===== src/sv/fcr_pkg.sv =====
// ----------------------------------------------------------------------------
// fcr_pkg
// Types and constants of the frame command receiver: phase codes, frame
// patterns, device codes and the switch read response frame.
// ----------------------------------------------------------------------------
package fcr_pkg;

   // receiver phase, one-hot
   typedef enum logic [2:0] {
      PH_HEADER  = 3'b001,
      PH_PAYLOAD = 3'b010,
      PH_TRAILER = 3'b100
   } phase_type;

   // largest payload that is read; larger sizes go straight to the trailer
   localparam logic [15:0] PAYLOAD_LIMIT = 16'd64;
   // number of LEDs that commands may address (1 to 4)
   localparam int unsigned LED_COUNT = 4;

   localparam logic [2:0] HEADER_PATTERN  = 3'b101;
   localparam logic [2:0] TRAILER_PATTERN = 3'b010;
   localparam logic [7:0] DEV_SWITCH_READ = 8'h04;
   localparam logic [2:0] COLOR_MASK      = 3'b111;

   // switch read response: A1 00 00 04 sw 41
   localparam logic [7:0] RSP_HEADER_0 = 8'hA1;
   localparam logic [7:0] RSP_HEADER_1 = 8'h00;
   localparam logic [7:0] RSP_HEADER_2 = 8'h00;
   localparam logic [7:0] RSP_HEADER_3 = DEV_SWITCH_READ;
   localparam logic [7:0] RSP_TRAILER  = 8'h41;

   // response burst positions
   localparam logic [2:0] BURST_SWITCHES = 3'd4;
   localparam logic [2:0] BURST_LAST     = 3'd5;

endpackage


===== src/sv/frame_command_receiver.sv =====
// ----------------------------------------------------------------------------
// frame_command_receiver
// Byte-serial command frame receiver: deframes headers, payloads and
// trailers, drives the LED register and answers switch read commands.
// ----------------------------------------------------------------------------
// The receiver takes one byte per cycle. The frame state is updated in the
// cycle a byte is transferred, and any results it causes are loaded into a
// result register. A byte that completes nothing gives no result; a valid
// LED command gives one transfer, a valid switch read gives a burst of six
// (A1 00 00 04 sw 41). While a burst is in the result register, new bytes
// are taken only in the cycle its last transfer leaves, so a switch read
// holds the input until that transfer leaves; otherwise a byte is taken every cycle.
module frame_command_receiver
   import fcr_pkg::*;
(
   input  logic        clock,
   input  logic        reset,
   input  logic        req_tvalid,
   output logic        req_tready,
   input  logic [15:0] req_tdata,   // rx_byte[7:0], switches[11:8], zero[15:12]
   output logic        rsp_tvalid,
   input  logic        rsp_tready,
   output logic [23:0] rsp_tdata,   // tx_byte[7:0], led_bits[19:8], zero[23:20]
   output logic [1:0]  rsp_tuser,   // tx_valid[0], led_write[1]
   output logic        rsp_tlast
);

   // frame state
   phase_type   phase_ff,       phase_in;
   logic [1:0]  hdr_idx_ff,     hdr_idx_in;
   logic        hdr_ok_ff,      hdr_ok_in;
   logic        long_ff,        long_in;
   logic [15:0] size_ff,        size_in;
   logic [7:0]  device_ff,      device_in;
   logic [15:0] left_ff,        left_in;
   logic [7:0]  first_ff,       first_in;
   logic        read_ff,        read_in;
   logic [11:0] led_ff,         led_in;

   // result burst register
   logic        burst_valid_ff, burst_valid_in;
   logic        burst_sw_ff,    burst_sw_in;
   logic [2:0]  burst_idx_ff,   burst_idx_in;
   logic [3:0]  burst_swv_ff,   burst_swv_in;
   logic [11:0] burst_led_ff,   burst_led_in;

   logic        in_fire, out_fire, burst_end;
   logic [7:0]  rx_byte;
   logic [3:0]  switches;
   logic [15:0] left_dec;
   logic        trailer_ok, cmd_led, cmd_sw;
   logic [2:0]  color;
   logic [7:0]  tx_byte;
   logic        tx_valid, led_write, out_last;

   assign rx_byte  = req_tdata[7:0];
   assign switches = req_tdata[11:8];
   assign left_dec = left_ff - 16'd1;

   assign trailer_ok = (rx_byte[7:5] == TRAILER_PATTERN) && (rx_byte[4] == long_ff) &&
                       (long_ff || (rx_byte[3:0] == size_ff[3:0]));
   assign cmd_led = trailer_ok && (device_ff < 8'(LED_COUNT));
   assign cmd_sw  = trailer_ok && (device_ff == DEV_SWITCH_READ);
   assign color   = read_ff ? (first_ff[2:0] & COLOR_MASK) : 3'd0;

   assign out_last  = !burst_sw_ff || (burst_idx_ff == BURST_LAST);
   assign out_fire  = rsp_tvalid && rsp_tready;
   assign burst_end = out_fire && out_last;
   assign req_tready = !burst_valid_ff || burst_end;
   assign in_fire    = req_tvalid && req_tready;

   // frame state update for one received byte
   always_comb begin
      phase_in   = phase_ff;
      hdr_idx_in = hdr_idx_ff;
      hdr_ok_in  = hdr_ok_ff;
      long_in    = long_ff;
      size_in    = size_ff;
      device_in  = device_ff;
      left_in    = left_ff;
      first_in   = first_ff;
      read_in    = read_ff;
      led_in     = led_ff;
      if (in_fire) begin
         unique case (phase_ff)
            PH_PAYLOAD: begin
               if (!read_ff) begin
                  first_in = rx_byte;
                  read_in  = 1'b1;
               end
               left_in = left_dec;
               if (left_dec == 16'd0) begin
                  phase_in = PH_TRAILER;
               end
            end
            PH_TRAILER: begin
               phase_in   = PH_HEADER;
               hdr_idx_in = 2'd0;
               if (cmd_led) begin
                  for (int i = 0; i < LED_COUNT; i++) begin
                     if (device_ff[1:0] == 2'(i)) begin
                        led_in[3*i +: 3] = color;
                     end
                  end
               end
            end
            default: begin
               phase_in = PH_HEADER;
               case (hdr_idx_ff)
                  2'd0: begin
                     hdr_ok_in  = (rx_byte[7:5] == HEADER_PATTERN);
                     long_in    = rx_byte[4];
                     size_in    = {12'd0, rx_byte[3:0]};
                     hdr_idx_in = 2'd1;
                  end
                  2'd1: begin
                     if (long_ff) begin
                        size_in = {rx_byte, 8'd0};
                     end
                     hdr_idx_in = 2'd2;
                  end
                  2'd2: begin
                     if (long_ff) begin
                        size_in = {size_ff[15:8], rx_byte};
                     end
                     hdr_idx_in = 2'd3;
                  end
                  default: begin
                     device_in  = rx_byte;
                     hdr_idx_in = 2'd0;
                     read_in    = 1'b0;
                     if (hdr_ok_ff) begin
                        if (size_ff != 16'd0 && size_ff <= PAYLOAD_LIMIT) begin
                           left_in  = size_ff;
                           phase_in = PH_PAYLOAD;
                        end else begin
                           phase_in = PH_TRAILER;
                        end
                     end
                  end
               endcase
            end
         endcase
      end
   end

   // result burst: load on a completed command, step on each transfer
   always_comb begin
      burst_valid_in = burst_valid_ff;
      burst_sw_in    = burst_sw_ff;
      burst_idx_in   = burst_idx_ff;
      burst_swv_in   = burst_swv_ff;
      burst_led_in   = burst_led_ff;
      if (burst_end) begin
         burst_valid_in = 1'b0;
      end else if (out_fire) begin
         burst_idx_in = burst_idx_ff + 3'd1;
      end
      if (in_fire && phase_ff == PH_TRAILER && (cmd_led || cmd_sw)) begin
         burst_valid_in = 1'b1;
         burst_sw_in    = cmd_sw;
         burst_idx_in   = 3'd0;
         burst_swv_in   = switches;
         burst_led_in   = led_in;
      end
   end

   always_ff @(posedge clock) begin
      if (reset) begin
         phase_ff       <= PH_HEADER;
         hdr_idx_ff     <= 2'd0;
         hdr_ok_ff      <= 1'b0;
         long_ff        <= 1'b0;
         size_ff        <= 16'd0;
         device_ff      <= 8'd0;
         left_ff        <= 16'd0;
         first_ff       <= 8'd0;
         read_ff        <= 1'b0;
         led_ff         <= 12'd0;
         burst_valid_ff <= 1'b0;
         burst_sw_ff    <= 1'b0;
         burst_idx_ff   <= 3'd0;
      end else begin
         phase_ff       <= phase_in;
         hdr_idx_ff     <= hdr_idx_in;
         hdr_ok_ff      <= hdr_ok_in;
         long_ff        <= long_in;
         size_ff        <= size_in;
         device_ff      <= device_in;
         left_ff        <= left_in;
         first_ff       <= first_in;
         read_ff        <= read_in;
         led_ff         <= led_in;
         burst_valid_ff <= burst_valid_in;
         burst_sw_ff    <= burst_sw_in;
         burst_idx_ff   <= burst_idx_in;
      end
   end

   always_ff @(posedge clock) begin
      burst_swv_ff <= burst_swv_in;
      burst_led_ff <= burst_led_in;
   end

   // result fields
   always_comb begin
      tx_valid  = burst_sw_ff;
      led_write = !burst_sw_ff;
      tx_byte   = 8'd0;
      if (burst_sw_ff) begin
         case (burst_idx_ff)
            3'd0:           tx_byte = RSP_HEADER_0;
            3'd1:           tx_byte = RSP_HEADER_1;
            3'd2:           tx_byte = RSP_HEADER_2;
            3'd3:           tx_byte = RSP_HEADER_3;
            BURST_SWITCHES: tx_byte = {4'd0, burst_swv_ff};
            default:        tx_byte = RSP_TRAILER;
         endcase
      end
   end

   assign rsp_tvalid = burst_valid_ff;
   assign rsp_tdata  = {4'd0, burst_led_ff, tx_byte};
   assign rsp_tuser  = {led_write, tx_valid};
   assign rsp_tlast  = out_last;

endmodule

===== config.mk =====
export PLATFORM = sky130hd
export DESIGN_NAME = frame_command_receiver
export DESIGN_NICKNAME = d
export VERILOG_FILES = /design/src/sv/fcr_pkg.sv /design/src/sv/frame_command_receiver.sv
export SDC_FILE = /design/constraint.sdc
export NUM_CORES = 1
export LEC_CHECK = 0
export CAP_MARGIN = 20
export CORE_MARGIN = 8
export CORE_UTILIZATION = 63
export DETAILED_ROUTE_END_ITERATION = 10
export DONT_BUFFER_PORTS = 1
export GPL_TIMING_DRIVEN = 0
export PLACE_DENSITY = 0.79
export SLEW_MARGIN = 20
export SYNTH_ARGS = -nofsm -noshare
export SYNTH_HDL_FRONTEND = slang
export SYNTH_SLANG_ARGS = --single-unit

===== constraint.sdc =====
create_clock -name clock -period 3.88 [get_ports clock]
set_clock_uncertainty 0.1 [all_clocks]
set_input_delay 0.194 -clock clock [delete_from_list [all_inputs] [get_ports clock]]
set_output_delay 0.194 -clock clock [all_outputs]
set_load 0.03 [all_outputs]

# Word-level counts from Yosys, hierarchy flattened
# Index checks and enable logic that the tools add are counted.
# totals
regBits	84
word_cells	116
in_bits	20
out_inout_bits	29
# classes
n_reduce_logical	40
add_sub_neg	2
order_cmp	2
muxes	28
bitwise	7
eq_ne	21
# ops
op	count
2-to-1 mux 16 bit	4
case mux 16 bit (3 select lines)	1
2-to-1 mux 12 bit	3
case mux 16 bit (2 select lines)	1
case mux 8 bit (4 select lines)	1
2-to-1 mux 3 bit	9
less-or-equal comparator 16 x 7 -> 1 bit, second input constant	1
zero test 16 bit	1
2-to-1 mux 8 bit	2
nonzero test 16 bit	1
subtractor 16 x 1 -> 16 bit, second input constant	1
AND reduction 5 bit	3
equality test 3 x 2 -> 1 bit, second input constant	4
equality test 3 bit, second input constant	4
AND reduction 3 bit	4
logical AND 1 bit	10
equality test 8 x 3 -> 1 bit, second input constant	1
< comparator 8 x 3 -> 1 bit, second input constant	1
nonzero test 2 bit	4
NOT 1 bit	7
equality test 2 bit, second input constant	3
!= test 2 bit, second input constant	3
case mux 2 bit (3 select lines)	1
case mux 3 bit (2 select lines)	1
other kinds (17)	29

# Longest topological paths before layout
# depth
word_depth	8
depth_mapped	10
ltp_nobuf	9

# Worst setup path after synthesis
# Ideal clock, no wire load.
# synth_timing
path_kind	register -> register
from	reg device_ff[6]
to	reg burst_idx_ff[2]
path_slack_ns	0.406
required_ns	3.654
n_path_buf	0
arrival_time_ns	3.248
setup_ns	0.126
stages_incl_launch_ff	6
cell_sequence	dfxtp_1 -> or4b_4 -> nor3_1 -> nor4bb_1 -> or2_2 -> a211oi_1
# synth_between
elab_chain_cells	5
elab_cells_between_ends	7
classes_between	order compare (1); eq/ne (1); reduce/logical (5)
# synth_rtl
item	line	rtl
start, declared	frame_command_receiver.sv:34	logic [7:0] device_ff, device_in;
start signal, assigned	frame_command_receiver.sv:189	device_ff <= device_in;
< comparator 8 x 3 -> 1 bit / equality test 8 x 3 -> 1 bit (equally long branches)	frame_command_receiver.sv:62, frame_command_receiver.sv:63	
logical AND 1 bit, on equally long branches	frame_command_receiver.sv:62, frame_command_receiver.sv:63	
logical OR 1 bit *	frame_command_receiver.sv:159	if (in_fire && phase_ff == PH_TRAILER && (cmd_led || cmd_sw)) begin
logical AND 1 bit *	frame_command_receiver.sv:159	
OR reduction 2 bit (no source line) *	--	
end signal, assigned	frame_command_receiver.sv:196	burst_idx_ff <= burst_idx_in;
end, declared	frame_command_receiver.sv:43	logic [2:0] burst_idx_ff, burst_idx_in;
# Every way passes the cells marked *; elsewhere a longest branch is shown, timed or not.
# A chain may end at the register's enable or synchronous reset.

# Final worst setup path
# layout_timing
from	reg left_ff[0]
to	reg phase_ff[1]
# layout_between
elab_chain_cells	4
# layout_rtl
item	line	rtl
start, declared	frame_command_receiver.sv:35	logic [15:0] left_ff, left_in;
start signal, assigned	frame_command_receiver.sv:190	left_ff <= left_in;
subtractor 16 x 1 -> 16 bit	frame_command_receiver.sv:58	assign left_dec = left_ff - 16'd1;
zero test 16 bit	frame_command_receiver.sv:92	if (left_dec == 16'd0) begin
!= test 2 bit (no source line)	--	
AND reduction 2 bit (no source line)	--	
end signal, assigned	frame_command_receiver.sv:184	phase_ff <= phase_in;
end, declared	frame_command_receiver.sv:29	phase_type phase_ff, phase_in;
# Every way passes these cells.

==> run metrics <==
status=completed; multi-input logic area=2220 um2; synthesized area per cell=8.59 um2; FFs w/ async S/R, synth=0%; share of layout cells above drive strength 1=9.71%; most common flop cell mapped by yosys=dfxtp_1; Core Area=6640 um2; # DRC=0; fin area=4740 um2; initial cell density of the core=63.6%; RSZ-0062 raised after global routing=no; Critical Path Source Type=flip-flop; total CTS buffers=9; first-pass GRT wire length=17600 um; Synth top cells by count=dfxtp_1 (68), nand2_1 (59), nor2_1 (58); fin crit period=3260 ps; First DRT Iteration DRCs=370; DR vias=3786; Req. time, crit path=4060 ps; synth warn=0; filler cell count=503; pin count of the biggest net entering global routing=15; vias in the first global route=3597; Ports=49; Placer Congestion=0.959; Setup Viol. Count Final=0; fin. max-slew vios=0; Routed Wire Length=10900 um; num rows=30; kind of end point of the critical path=flip-flop; Post-CTS Resized=0; max cap viols=0; Mapped Cells=492; fin crit share=84.0%; Sum Neg Setup Slack=0 ps; CTS tree=yes; relative max-transition margin=37.7%; root buffer cell=clkbuf_8; total grt overflow=0; EDFF count, synth=16; slowest stage delay, CP=610 ps; area leader, netlist=dfxtp_1; Die Area=9580 um2; Post-DP Area=4370 um2; number of vias per cell=6.25; initial antenna violation count=1; most common cell in the netlist=dfxtp_1; drt pass-1 iters=5; Final nets=551; largest cells by area after synthesis=dfxtp_1 (32%), edfxtp_1 (11%), nand2_1 (5.2%), nor2_1 (5.2%), a21oi_1 (4.7%); Die Y=97.9 um; Clock Tree Buf Depth=2; f_max=0.307 GHz; Hold Violations, Final=0; PwrDens=378 nW/um2; DP Wirelength=7700 um; CTS sink cnt=84; Global Route Usage Sum=22.6%; worst hold-check path type=in -> reg; Yosys top cell area share=32.2%; Min Hold Slack=36.3 ps; peak supply drop=0.000252 V; area grow syn2layout=12.1%; Yosys reg bits=84; Final Power=1790 uW; Worst Tran Pin Value=927 ps; CP cell instances=inv_1, ha_1, clkbuf_1, nor3b_1, a32o_1, a32oi_1, or4_1, o21ai_1, mux2i_1; H-tree levels=3; Crit Path Max Fanout=8; register area share after synthesis=43.6%; Worst-path clk slew=90 ps; post-synth cell types=53; Crit Path Category=reg -> reg; register area=1840 um2; CP max stage cell=nor3b_1; worst skew pair latency=360 ps; Synth Cell Area=4230 um2; antenna-violating nets left=0; die width=97.9 um; crit path DAT=3440 ps; IO Port Bufs=0; Routed wire per std cell=17.9 um; P_leak=0.00174 uW
cells in the final DEF, fill, tap and decap left out, types with 4 or more instances in the layout:
| cell | count |
|---|---|
| mux2i_1 | 17 |
| a22oi_1 | 4 |
| buf_4 | 9 |
| and2_1 | 16 |
| edfxtp_1 | 16 |
| o21ai_0 | 17 |
| nor2_1 | 58 |
| o31ai_1 | 6 |
| inv_1 | 17 |
| mux2_2 | 9 |
| nand2_1 | 59 |
| and3_1 | 4 |
| nor4_1 | 10 |
| conb_1 | 5 |
| xor2_1 | 4 |
| or3_1 | 5 |
| clkbuf_1 | 21 |
| nor3_1 | 18 |
| clkbuf_8 | 9 |
| nand2b_1 | 4 |
| a21oi_1 | 40 |
| xnor2_1 | 4 |
| dfxtp_1 | 68 |
| ha_1 | 11 |
| o21a_1 | 5 |
| nand4_1 | 6 |
| nand3_1 | 18 |
| dlygate4sd3_1 | 12 |
critical path: cells and delay by family (launching register included):
kind,cells,cell delay (ps)
compound gates,3,690
mux,1,240
buf+inv,2,440
fa+ha+maj,1,160
simple gates,2,1170
flops,1,390
flip-flops by register name (all words and copies together) (netlist names):
register	cells
hdr_ok_ff	1
rsp_tvalid	1
led_ff	12
long_ff	1
phase_ff	3
burst_swv_ff	4
first_ff	3
burst_idx_ff	3
hdr_idx_ff	2
burst_sw_ff	1
read_ff	1
burst_led_ff	12
left_ff	16
device_ff	8
size_ff	16
cell type report:
class,count,area share [%]
Clock buffer,10,2.69
Clock inverter,6,2.35
Inverter,17,1.35
Timing Repair Buffer,13,2.69
Antenna cell,1,0.0528
Sequential cell,84,38.9
Tap cell,80,2.11
Buffer,30,3.04
Multi-Input combinational cell,365,46.8
worst paths after layout:
path                            cells past startpoint  slack, ps                        to                    start
worst max-delay path                                9        620  phase_ff[1]$_SDFFE_PP0P_  left_ff[0]$_SDFFE_PP0P_
worst min-delay path                                4         40    hdr_ok_ff$_SDFFE_PP0P_             req_tdata[7]
worst max register to register                      9        620  phase_ff[1]$_SDFFE_PP0P_  left_ff[0]$_SDFFE_PP0P_
worst min register to register                      2        380   size_ff[4]$_SDFFE_PP0P_  size_ff[4]$_SDFFE_PP0P_
stage by stage:
step / utilization, % / instances / setup WS (ps)
after floorplan: - / 496 / 406
after global placement: 65.3 / 576 / -277
after detailed placement: 65.8 / 577 / 749
after CTS: 71.2 / 605 / 697
after global routing: 71.3 / 606 / 453
final: 71.3 / 606 / 622
cells by family after synthesis:
logic type / count (synthesis) / synth area share, %
AOI/OAI and AO/OA: 95 / 13.8
xor gates and xnor gates: 8 / 1.66
adders and majority gates: 11 / 3.26
buffers and inverters: 47 / 4.92
DFF: 84 / 43.6
muxes: 29 / 7.49
other: 1 / 0.0888
and+or+nand+nor: 217 / 25.2
routing by layer:
| metal | wire length [um] | vias up | GRT usage, % |
|---|---|---|---|
| met3 | 1010 | 30 | 6.54 |
| met2 | 5190 | 193 | 37.8 |
| met1 | 4400 | 1772 | 26.1 |
| li1 | - | 1791 | - |
| met4 | 261 | 0 | 9.83 |
| met5 | 0 | - | 0 |
power by group:
group          total, uW  internal, uW  switching [uW]
logic                131          46.0            85.4
registers            908           895            12.9
clock network        750           429             321
repair_timing:
item / in CTS / in global routing
endpoints found under the hold margin: 33 / 0
buffers inserted: 0 / 0
hold buffers: 12 / 0
No activity file was read; power rests on OpenSTA's default activity.
